<file path="config.mk">
export PLATFORM = sky130hd
export DESIGN_NAME = dual_sensor_motion_direction
export DESIGN_NICKNAME = d
export VERILOG_FILES = /design/src/hw/rtl/dsmd_pkg.sv /design/src/hw/rtl/dsmd_side.sv /design/src/hw/rtl/dual_sensor_motion_direction.sv
export SDC_FILE = /design/constraint.sdc
export NUM_CORES = 1
export LEC_CHECK = 0
export BUFFER_PORTS_ARGS = -buffer_cell sky130_fd_sc_hd__buf_2
export CORE_MARGIN = 2
export CORE_UTILIZATION = 55
export DETAILED_ROUTE_END_ITERATION = 16
export GPL_ROUTABILITY_DRIVEN = 0
export GPL_TIMING_DRIVEN = 1
export PLACE_DENSITY_LB_ADDON = 0.3
export SKIP_CTS_REPAIR_TIMING = 1
export SYNTH_ARGS = -nofsm -noshare
export SYNTH_HDL_FRONTEND = slang
export SYNTH_SLANG_ARGS = --single-unit
</file>
<file path="constraint.sdc">
create_clock -name clk -period 12 [get_ports clk]
set_input_delay 1.8 -clock clk [delete_from_list [all_inputs] [get_ports clk]]
set_output_delay 1.8 -clock clk [all_outputs]
set_load 0.01 [all_outputs]
</file>
<file path="src/hw/rtl/dsmd_pkg.sv">
// Shared types and constants for the dual sensor motion direction block.
// No dependencies; used by dsmd_side, dual_sensor_motion_direction, the checker and the testbench.
`default_nettype none

package dsmd_pkg;

	localparam int SAMPLE_W              = 12;
	localparam int HISTORY_DEPTH_DEFAULT = 4;
	localparam logic [SAMPLE_W-1:0] DEAD_BAND_RESET = 12'd2;

	typedef enum logic [1:0] {
		TREND_NEUTRAL = 2'd0,
		TREND_UP      = 2'd1,
		TREND_DOWN    = 2'd2
	} trend_t;

	typedef enum logic [1:0] {
		DIR_NONE  = 2'd0,
		DIR_RIGHT = 2'd1,
		DIR_LEFT  = 2'd2
	} dir_t;

	// Status of one side after the current item has been folded in
	typedef struct packed {
		logic   full;
		trend_t trend;
	} side_stat_t;

endpackage

`default_nettype wire

</file>
<file path="src/hw/rtl/dsmd_side.sv">
// One detector side: previous sample, sample history, dead band test and trend vote.
// Depends on dsmd_pkg.
`default_nettype none

module dsmd_side #(
	parameter int HISTORY_DEPTH = dsmd_pkg::HISTORY_DEPTH_DEFAULT
) (
	input  wire logic                          clk,
	input  wire logic                          arst_n,
	input  wire logic                          update,
	input  wire logic [dsmd_pkg::SAMPLE_W-1:0] sample,
	input  wire logic [dsmd_pkg::SAMPLE_W-1:0] dead_band,
	output dsmd_pkg::side_stat_t               stat
);

	localparam int SW = dsmd_pkg::SAMPLE_W;
	localparam int CW = $clog2(HISTORY_DEPTH);

	logic [SW-1:0] prev_q;
	logic [SW-1:0] hist_q   [HISTORY_DEPTH];
	logic [SW-1:0] hist_nxt [HISTORY_DEPTH];
	logic [SW-1:0] mag;
	logic          moved;
	logic          full_nxt;
	logic [CW-1:0] up_cnt;
	logic [CW-1:0] down_cnt;
	logic          walk;

	// Magnitude of the change against the previous sample
	always_comb begin
		if (sample >= prev_q) begin
			mag = sample - prev_q;
		end else begin
			mag = prev_q - sample;
		end
		moved = (mag != '0) && (mag >= dead_band);
	end

	// Shift in a real change, clear the history otherwise
	always_comb begin
		for (int i = 0; i < HISTORY_DEPTH; i++) begin
			if (!moved) begin
				hist_nxt[i] = '0;
			end else if (i == 0) begin
				hist_nxt[i] = sample;
			end else begin
				hist_nxt[i] = hist_q[i-1];
			end
		end
	end

	// Full when no entry is empty
	always_comb begin
		full_nxt = 1'b1;
		for (int i = 0; i < HISTORY_DEPTH; i++) begin
			if (hist_nxt[i] == '0) begin
				full_nxt = 1'b0;
			end
		end
	end

	// Vote over neighbouring entries, stop at the first empty older entry
	always_comb begin
		up_cnt   = '0;
		down_cnt = '0;
		walk     = 1'b1;
		for (int i = 1; i < HISTORY_DEPTH; i++) begin
			walk = walk && (hist_nxt[i] != '0);
			if (walk && (hist_nxt[i] > hist_nxt[i-1])) begin
				down_cnt = down_cnt + CW'(1);
			end
			if (walk && (hist_nxt[i] < hist_nxt[i-1])) begin
				up_cnt = up_cnt + CW'(1);
			end
		end
	end

	always_comb begin
		stat.full = full_nxt;
		if (up_cnt > down_cnt) begin
			stat.trend = dsmd_pkg::TREND_UP;
		end else if (up_cnt == down_cnt) begin
			stat.trend = dsmd_pkg::TREND_NEUTRAL;
		end else begin
			stat.trend = dsmd_pkg::TREND_DOWN;
		end
	end

	// Advance the side state when the item moves on
	always_ff @(posedge clk or negedge arst_n) begin
		if (!arst_n) begin
			prev_q <= '0;
			for (int i = 0; i < HISTORY_DEPTH; i++) begin
				hist_q[i] <= '0;
			end
		end else if (update) begin
			prev_q <= sample;
			for (int i = 0; i < HISTORY_DEPTH; i++) begin
				hist_q[i] <= hist_nxt[i];
			end
		end
	end

endmodule

`default_nettype wire

</file>
<file path="src/hw/rtl/dual_sensor_motion_direction.sv">
// Top level of the dual sensor motion direction block.
// Depends on dsmd_pkg and dsmd_side.
//
// Usage:
//   Input channel (in_valid/in_ready) carries one left and one right 12-bit
//   detector sample per item. Output channel (out_valid/out_ready) returns one
//   direction per item: 0 not moving, 1 moving right, 2 moving left.
//   Configuration channel (cfg_valid/cfg_ready, data on dead_band) sets the
//   dead band; write it only while no item is in flight. cfg_ready is always high.
// Timing:
//   An item is registered at acceptance in the input register; on advance it
//   is folded into both side histories and its direction is loaded into the
//   result register. One item per cycle is sustained while out_ready stays
//   high: the history update and trend vote of each side are combinational.
// Reset:
//   arst_n clears both previous samples and histories, empties the pipeline
//   and loads the dead band with 2.
// Stall:
//   While out_ready is low the result holds; one further item waits in the
//   input register, then in_ready drops until the result is taken.
`default_nettype none

module dual_sensor_motion_direction #(
	parameter int HISTORY_DEPTH = dsmd_pkg::HISTORY_DEPTH_DEFAULT
) (
	input  wire logic                          clk,
	input  wire logic                          arst_n,
	input  wire logic                          in_valid,
	output logic                               in_ready,
	input  wire logic [dsmd_pkg::SAMPLE_W-1:0] left_sample,
	input  wire logic [dsmd_pkg::SAMPLE_W-1:0] right_sample,
	output logic                               out_valid,
	input  wire logic                          out_ready,
	output logic [1:0]                         direction,
	input  wire logic                          cfg_valid,
	output logic                               cfg_ready,
	input  wire logic [dsmd_pkg::SAMPLE_W-1:0] dead_band
);

	localparam int SW = dsmd_pkg::SAMPLE_W;

	logic                 valid_s1;
	logic [SW-1:0]        left_s1;
	logic [SW-1:0]        right_s1;
	logic                 advance;
	logic [SW-1:0]        dead_band_q;
	logic                 out_valid_q;
	dsmd_pkg::dir_t       direction_q;
	dsmd_pkg::dir_t       dir_nxt;
	dsmd_pkg::side_stat_t left_stat;
	dsmd_pkg::side_stat_t right_stat;

	assign advance   = valid_s1 && (!out_valid_q || out_ready);
	assign in_ready  = !valid_s1 || advance;
	assign cfg_ready = 1'b1;
	assign out_valid = out_valid_q;
	assign direction = 2'(direction_q);

	// Hold the dead band register
	always_ff @(posedge clk or negedge arst_n) begin
		if (!arst_n) begin
			dead_band_q <= dsmd_pkg::DEAD_BAND_RESET;
		end else if (cfg_valid && cfg_ready) begin
			dead_band_q <= dead_band;
		end
	end

	// Input register
	always_ff @(posedge clk or negedge arst_n) begin
		if (!arst_n) begin
			valid_s1 <= 1'b0;
		end else if (in_ready) begin
			valid_s1 <= in_valid;
		end
	end

	always_ff @(posedge clk) begin
		if (in_valid && in_ready) begin
			left_s1  <= left_sample;
			right_s1 <= right_sample;
		end
	end

	dsmd_side #(
		.HISTORY_DEPTH(HISTORY_DEPTH)
	) u_left (
		.clk      (clk),
		.arst_n   (arst_n),
		.update   (advance),
		.sample   (left_s1),
		.dead_band(dead_band_q),
		.stat     (left_stat)
	);

	dsmd_side #(
		.HISTORY_DEPTH(HISTORY_DEPTH)
	) u_right (
		.clk      (clk),
		.arst_n   (arst_n),
		.update   (advance),
		.sample   (right_s1),
		.dead_band(dead_band_q),
		.stat     (right_stat)
	);

	// Combine the two trends into a direction
	always_comb begin
		dir_nxt = dsmd_pkg::DIR_NONE;
		if (left_stat.full || right_stat.full) begin
			priority if (right_stat.trend == dsmd_pkg::TREND_UP ||
			             left_stat.trend == dsmd_pkg::TREND_DOWN) begin
				dir_nxt = dsmd_pkg::DIR_RIGHT;
			end else if (right_stat.trend == dsmd_pkg::TREND_DOWN ||
			             left_stat.trend == dsmd_pkg::TREND_UP) begin
				dir_nxt = dsmd_pkg::DIR_LEFT;
			end else begin
				dir_nxt = dsmd_pkg::DIR_NONE;
			end
		end
	end

	// Result register: load on advance, drop when taken
	always_ff @(posedge clk or negedge arst_n) begin
		if (!arst_n) begin
			out_valid_q <= 1'b0;
		end else if (advance) begin
			out_valid_q <= 1'b1;
		end else if (out_ready) begin
			out_valid_q <= 1'b0;
		end
	end

	always_ff @(posedge clk) begin
		if (advance) begin
			direction_q <= dir_nxt;
		end
	end

endmodule

`default_nettype wire

</file>
======== Word-level counts from Yosys, hierarchy flattened ========
Index checks and enable logic that the tools add are counted.
storage, ports and cells
  register bits after elaboration ......... 136
  latch bits .............................. 0
  RAM bits ................................ 0
  ROM bits ................................ 0
  bits of input ports ..................... 41
  output and inout bits ................... 5
  logic and storage cells ................. 135
  memories kept ........................... 0
operators by class
  add/subtract/negate cells ............... 12
  $mul .................................... 0
  divide/modulo/power cells ............... 0
  order comparisons ....................... 18
  equality and inequality tests ........... 6
  shift-type cells ........................ 0
  muxes and demuxes ....................... 38
  bitwise logic cells ..................... 1
  reductions and logical operators ........ 45
operators by type and width
  kind                                                                    count
  12-bit 2-to-1 mux                                                       10
  12-bit logical NOT                                                      8
  12-bit nonzero test                                                     8
  12-bit > comparator                                                     6
  12-bit < comparator                                                     6
  12-bit >= comparator                                                    4
  12-bit subtractor                                                       4
  2-bit 2-to-1 mux                                                        13
  1-bit logical AND                                                       20
  1-bit 2-to-1 mux                                                        15
  1-bit by 1-bit adder with 2-bit output (second input constant)          4
  2-bit by 1-bit adder with 2-bit output (second input constant)          4
  1-bit logical OR                                                        5
  2-bit by 1-bit equality test with 1-bit output (second input constant)  2
  2-bit equality test                                                     2
  2-bit equality test (second input constant)                             2
  2-bit > comparator                                                      2
  1-bit logical NOT                                                       2
  2-bit nonzero test                                                      1
  2-bit OR reduction                                                      1
  1-bit NOT                                                               1

======== Depth between registers and ports, before layout ========
Gate-level depths: netlist (run 1).
  depth after elaboration ................. 19
  mapped depth ............................ 40
  mapped depth without buffers ............ 38

======== Hierarchy ========
Synthesis (run 1) repeated with hierarchy kept, for this count alone.
unflattened totals
  cell total of the unflattened synthesis .. 1306
  area total of the unflattened synthesis .. 11284.6 um2
by module, submodules not included
  module                        instances  cells each  area an instance (um2)
  dsmd_side (u_left)            1          627         5074.9
  dsmd_side (u_right)           1          609         4797.1
  dual_sensor_motion_direction  1          70          1412.6

======== Least setup slack after synthesis (run 1) ========
OpenSTA, ideal clock, no wires.
  path type ............................... register -> register
  start point ............................. reg left_s1[3]
  end point ............................... reg direction_q[0], in the netlist direction[0], data pin
  setup time .............................. 0.188 ns
  data arrival time ....................... 7.152 ns
  data required time ...................... 11.812 ns
  path slack .............................. 4.660 ns
  stages on the path, launching flop included .. 36
  clock period less this slack ............ 7.340 ns
  path through ............................ edfxtp_1 inv_1 ha_1 clkbuf_1 nand3_1 a311oi_1 nor2_1 nand2_1 buf_2 mux2_2 ha_1 a21o_1 a21o_1 a21o_1 a21o_1 a221oi_1 o21ai_0 o21a_1 clkbuf_1 and2_1 ha_1 nor2b_1 o21a_1 o21a_1 o21ai_0 o211a_1 a21oi_1 and3_1 ha_1 xor2_1 ha_1 nand2b_1 a21oi_1 nor2_1 or4b_2 o41ai_1
RTL lines
  element                 line                                 source
  from (decl)             dual_sensor_motion_direction.sv:43   logic [SW-1:0] left_s1;
  from (signal assigned)  dual_sensor_motion_direction.sv:79   left_s1 <= left_sample;
  to (signal assigned)    dual_sensor_motion_direction.sv:135  direction_q <= dir_nxt;
  to (decl)               dual_sensor_motion_direction.sv:48   dsmd_pkg::dir_t direction_q;

==> summary.md, run 1 <==
| Metric | Value |
|---|---|
| Status | `finished, final reports clean` |
| Vias post-DR | `9884` |
| Post-Route WL | `28.71 mm` |
| Rel. slew slack | `17.84%` |
| Int Pwr | `0.001728 W` |
| Netlist cell types | `85` |
| Area share of and/or/nand/nor cells after synthesis | `22.31%` |
| CP Launch Type | `flop` |
| FF+latch count, synth | `136` |
| Top cells by area, synth | `dfrtp_1 (24%), ha_1 (17%), nand2_1 (8.5%)` |
| Die height | `149.2 um` |
| FFs w/ async S/R, synth | `80.88%` |
| CTS sink cnt | `136` |
| Pre-antenna DRT Iters | `5` |
| Switching part of the total | `46.49%` |
| First-pass GRT wire length | `47.58 mm` |
| Family with the most delay on the worst path | `simple AND/OR/NAND/NOR gates` |
| Syn_area_per_cell | `8.410 um2` |
| CTS tree | `yes` |
| Fraction of layout cells with a size suffix above 1 | `9.456%` |
| Tightest Pin Transition | `1.232 ns` |
| Yosys top cell by area | `dfrtp_1` |
| Xor/xnor share of the synthesized area | `2.721%` |
| Slowest stage delay, CP | `0.65 ns` |
| Mapped Cells | `1378` |
| Yosys Warn Count | `0` |
| Hold WC Path Type | `reg -> reg` |
| Seq/Total Area, Yosys | `30.50%` |
| Clk_skew | `0.01194 ns` |
| Total CTS buffers | `17` |
| Fmax | `0.1148 GHz` |
| MaxCap Viol Count | `0` |
| Worst-path maximum fanout | `77` |
| Die Span X | `149.2 um` |
| Slowest CP cell | `ha_1` |
| DP Area | `11840 um2` |
| Root Buffer | `clkbuf_16` |
| P_leak | `5.946 nW` |
| DR DRC count | `0` |
| Switching pwr | `0.001501 W` |
| Complex-gate fraction of the synthesized area | `18.92%` |
| Final hold vios | `0` |
| CP endpoint kind | `flop` |
| Commonest cells in the netlist | `nand2_1 (262), ha_1 (154), o21ai_0 (119), dfrtp_1 (109), inv_1 (90)` |
| Clock H-tree levels | `4` |
| Post-synthesis mux area share | `1.943%` |
| Final setup viols | `0` |
| WS Path Type | `reg -> reg` |
| Clk_lat worst skew | `0.43 ns` |
| Worst vdd rail ir drop | `0.1752 mV` |
| N_diodes | `0` |
| DRT iter0 DRCs | `754` |
| Fin area | `12450 um2` |
| Core footprint | `20820 um2` |
| Port bufs | `44` |
| Largest family of logic cells by synthesized area | `simple AND/OR/NAND/NOR gates` |
| Drt wl/cell | `17.18 um` |
| Setup TNS | `0 ns` |
| P per Cell Area | `259.3 nW/um2` |
| Post-Synth Adder-Cell Area | `17.32%` |
| Vias in the first global route | `9635` |
| Syn Nets | `1577` |
| Post-detail-place hpwl | `20.74 mm` |
| Crit path required time | `12.22 ns` |
| GRT Util Overall | `26.63%` |
| Unrepaired setup endpoints after global routing | `false` |
| Clk slew on worst S/H paths | `0.06 ns` |
| Max-slew violations | `0` |
| Primary FF master, synth | `dfrtp_1` |
| Fin util | `59.81%` |
| Initial antenna violation count | `0` |
| Fin crit share | `72.58%` |
| Post-synth EDFFs | `26` |
| Hold_ws | `0.5002 ns` |
| Min Clock Period, post-route | `8.710 ns` |
| DR vias/cell | `5.915` |
| Cell with the most instances after synthesis | `nand2_1` |
| Arr. time, crit path | `8.93 ns` |
| Share of power burned in registers | `23.0%` |
| Total gr overflow | `0` |
| Clock power share | `17.0%` |
| Largest net degree at the start of global routing | `79` |
| Comb power frac | `60.0%` |
| DRT antenna net count | `0` |
| Bufs and invs on worst path | `3` |
| Synthesized cell area | `11590 um2` |
| Final net count | `1582` |
| Area Growth Syn to Fin | `7.471%` |
| Initial core utilization | `55.65%` |
| FP Rows | `53` |
| CTS Buffer Depth | `2` |
| Share of the synthesized area in the top cell type | `23.54%` |
| Full die area | `22250 um2` |
| IO Pins | `46` |
## power by group through the flow
stage | registers [W] | logic [W] | clock network (W)
final | 0.000742 | 0.00194 | 0.000549
after detailed placement | 0.000744 | 0.00191 | 0
after floorplan | 0.000688 | 0.00158 | 0
after global routing | 0.000757 | 0.00220 | 0.000575
after CTS | 0.000738 | 0.00193 | 0.000556
after global placement | 0.000745 | 0.00188 | 0
## tightest hold or removal path: stages (launching register included)
cell and delay, ns:
dfrtp_1 0.35, nand2_1 0.05, o21ai_0 0.06
## cell type report
class	instances	area (um2)
inverters	92	345.3
flip-flops and latches	136	3535
clock inverters	10	113.9
well taps	275	344.1
fillers	1854	8368
repair buffers	50	267.8
multi-input cells	1086	7343
clock buffers	22	505.5
## flip-flops by register name, summed over array words and instances, names as in the netlist
name and flops:
dead_band_q 12, direction 2, left_s1 12, out_valid 1, right_s1 12, u_left.hist_q 36, u_left.prev_q 12, u_right.hist_q 36
u_right.prev_q 12, valid_s1 1
## cell usage in the layout (no fill, tap or decap), types with 8 or more instances in the layout
cell type	count
a211oi_1	13
a21o_1	50
a21oi_1	59
a31oi_1	10
and2_1	72
and3_1	15
buf_2	43
clkbuf_16	18
dfrtp_1	109
edfxtp_1	26
ha_1	154
inv_1	90
mux2i_1	18
nand2_1	261
nand2b_1	11
nand3_1	25
nand4_1	26
nor2_1	34
nor2b_1	9
nor3_1	12
nor4_1	26
o21ai_0	118
o21ai_2	16
o22ai_1	8
xnor2_1	25
xor2_1	11
## logic make-up (layout without fill, tap and decap cells)
logic type | after synthesis | count (layout)
buf+inv | 156 | 174
fa+ha+maj | 158 | 158
other cells | 1 | 1
compound gates | 340 | 340
mux | 22 | 22
flops | 136 | 136
xor+xnor | 36 | 36
simple gates | 529 | 529
## worst paths after layout
kind	from	end	slack, ns	cells after the start
min	u_left.hist_q[20]	u_left.hist_q[20]	0.50	2
max reg2reg	right_s1[7]	direction[1]	3.29	35
max in group asynchronous	arst_n	u_right.hist_q[27]	9.35	2
max	right_s1[7]	direction[1]	3.29	35
min in group asynchronous	arst_n	u_right.prev_q[10]	1.46	1
min reg2reg	u_left.hist_q[20]	u_left.hist_q[20]	0.50	2
## layer usage
metal | wire length (um) | global-route usage (%) | vias to the layer above
met1 | 13290 | 36.13 | 4701
met4 | 740 | 9.952 | 0
met3 | 1337 | 4.006 | 56
met5 | 0 | 0 | -
met2 | 13340 | 43.25 | 275
li1 | - | - | 4852
## per-stage QoR
step,total power (W),cells,setup WS [ns]
6_report,0.003229,1671,3.290
5_1_grt,0.003534,1671,2.708
4_1_cts,0.003226,1671,3.395
3_5_place_dp,0.002659,1639,3.402
3_3_place_gp,0.002624,1639,3.640
2_1_floorplan,0.002265,1378,4.660
No activity file was read; power rests on OpenSTA's default activity.
==> run 2, diff against run 1 <==
clock period = 9.1 ns   (was 12 ns; I/O delays follow)
==> summary.md, run 2 (same netlist as run 1, synthesis figures left out) <==
| Metric | Value |
|---|---|
| Critical Path Stages | `33` |
| DRT antenna net count | `0` |
| Slowest CP cell | `or4b_2` |
| GRT Util Overall | `27.25%` |
| Die height | `149.2 um` |
| Reg2reg path depth | `33` |
| Fin crit share | `93.31%` |
| Core footprint | `20820 um2` |
| Tightest Pin Transition | `1.218 ns` |
| Min Clock Period, post-route | `8.491 ns` |
| Root Buffer | `clkbuf_16` |
| Post-detail-place hpwl | `21.07 mm` |
| Bufs and invs on worst path | `2` |
| Reg-to-reg slack, setup | `0.61 ns` |
| Vias post-DR | `10090` |
| CTS sink cnt | `136` |
| Final setup viols | `0` |
| CTS Buffer Depth | `2` |
| RR Startpoint | `left_s1[5]` |
| Fraction of layout cells with a size suffix above 1 | `9.907%` |
| Worst Hold Launch | `u_left.hist_q[20]` |
| Hold Path End | `u_left.hist_q[20]` |
| Top Registers | `u_left.hist_q x36, u_right.hist_q x36` |
| Place WS | `0.4949 ns` |
| Hold WC Path Type | `reg -> reg` |
| Port bufs | `44` |
| Setup TNS | `0 ns` |
| IO Pins | `46` |
| Unrepaired setup endpoints after global routing | `false` |
| Clk_lat worst skew | `0.45 ns` |
| WS Path Type | `reg -> reg` |
| Clk slew on worst S/H paths | `0.06 ns` |
| Family with the most delay on the worst path | `compound AO/OA/AOI/OAI gates` |
| Leading cell type in the layout, fill and taps excluded | `nand2_1` |
| Largest net degree at the start of global routing | `77` |
| Worst reg2reg endpoint | `direction[1]` |
| Post-Route WL | `29.39 mm` |
| Worst vdd rail ir drop | `0.2013 mV` |
| CP Launch Type | `flop` |
| Fmax | `0.1178 GHz` |
| P_leak | `5.926 nW` |
| Max-slew violations | `0` |
| MaxCap Viol Count | `0` |
| DR DRC count | `0` |
| CTS tree | `yes` |
| Crit path required time | `9.35 ns` |
| Pre-antenna DRT Iters | `7` |
| Status | `finished, final reports clean` |
| Initial core utilization | `55.65%` |
| Arr. time, crit path | `8.74 ns` |
| DRT iter0 DRCs | `809` |
| Final net count | `1589` |
| First-pass GRT wire length | `48.56 mm` |
| CP dominant cell by count | `a21o_1` |
| P per Cell Area | `342.3 nW/um2` |
| Hold path depth | `2` |
| Total CTS buffers | `17` |
| DR vias/cell | `6.012` |
| Worst-path maximum fanout | `34` |
| Die Span X | `149.2 um` |
| Clock H-tree levels | `4` |
| Vias in the first global route | `9797` |
| FP Rows | `53` |
| N_diodes | `0` |
| Commonest non-fill, non-tap cells in the layout | `nand2_1 (261), ha_1 (154), o21ai_0 (118), dfrtp_1 (109), inv_1 (90)` |
| Initial antenna violation count | `0` |
| Total gr overflow | `0` |
| Clk_skew | `0.01214 ns` |
| Full die area | `22250 um2` |
| Final hold vios | `0` |
| Rel. slew slack | `18.82%` |
| CP endpoint kind | `flop` |
| Slowest stage delay, CP | `0.62 ns` |
| Setup ws final | `0.6090 ns` |
| Drt wl/cell | `17.52 um` |
| Area Growth Syn to Fin | `7.234%` |
## run 2: changes by cell type in the layout (fill, tap and decap cells not counted), sizes merged
cell,before,now
clkbuf,22,20
bufinv,2,0
clkinv,6,8
buf,50,57
inv,92,91
clkinvlp,2,5
## run 2: how the worst max path moves through the flow
| stage | start | end | slack, ns |
|---|---|---|---|
| global placement | right_s1[6] | direction[1] | 0.73 |
| floorplan | left_s1[3] | direction[0] | 1.76 |
| finish | left_s1[5] | direction[1] | 0.61 |
| global route | right_s1[6] | direction[1] | 0.03 |
| detailed placement | right_s1[6] | direction[1] | 0.49 |
| CTS | right_s1[6] | direction[1] | 0.46 |
## run 2: area by class of cell
cell class / instances / area [um2]
Fill cell: 1844 / 8396
Tap cell: 275 / 344.1
Inverter: 92 / 345.3
Multi-Input combinational cell: 1086 / 7356
Clock inverter: 12 / 80.08
Sequential cell: 136 / 3535
Clock buffer: 20 / 446.7
Timing Repair Buffer: 57 / 320.3
## run 2: power breakdown
group	internal [W]	total (W)	switching [W]
Clock	0.000352	0.000635	0.000283
Combinational	0.00109	0.00263	0.00154
Sequential	0.000785	0.000986	0.000201
## run 2: worst reg2reg max path, delay by kind of cell, from the launching register on
kind / cells / cell delay, ns
compound gates: 16 / 3.19
simple gates: 8 / 2.04
fa+ha+maj: 5 / 1.73
mux: 1 / 0.46
flops: 1 / 0.44
buf+inv: 2 / 0.29
xor+xnor: 1 / 0.17
## run 2: routing by layer
layer  up-vias  wire, um  global-route usage, %
met3        63      1503                  4.709
met4         0       832                  9.571
met2       306     13790                  44.88
li1       4878         -                      -
met1      4841     13270                  36.32
met5         -         0                      0
## run 2: stage by stage
stage                     power, W  util (%)  area (um2)  hold WS, ns  std cells
after floorplan           0.002987         -       11590       0.4572       1378
after global placement    0.003495     57.09       11890       0.4848       1646
after detailed placement  0.003568     57.09       11890       0.4879       1646
after CTS                 0.004230     59.62       12410       0.5022       1678
after global routing      0.004649     59.68       12430       0.5346       1678
final                     0.004254     59.68       12430       0.5010       1678
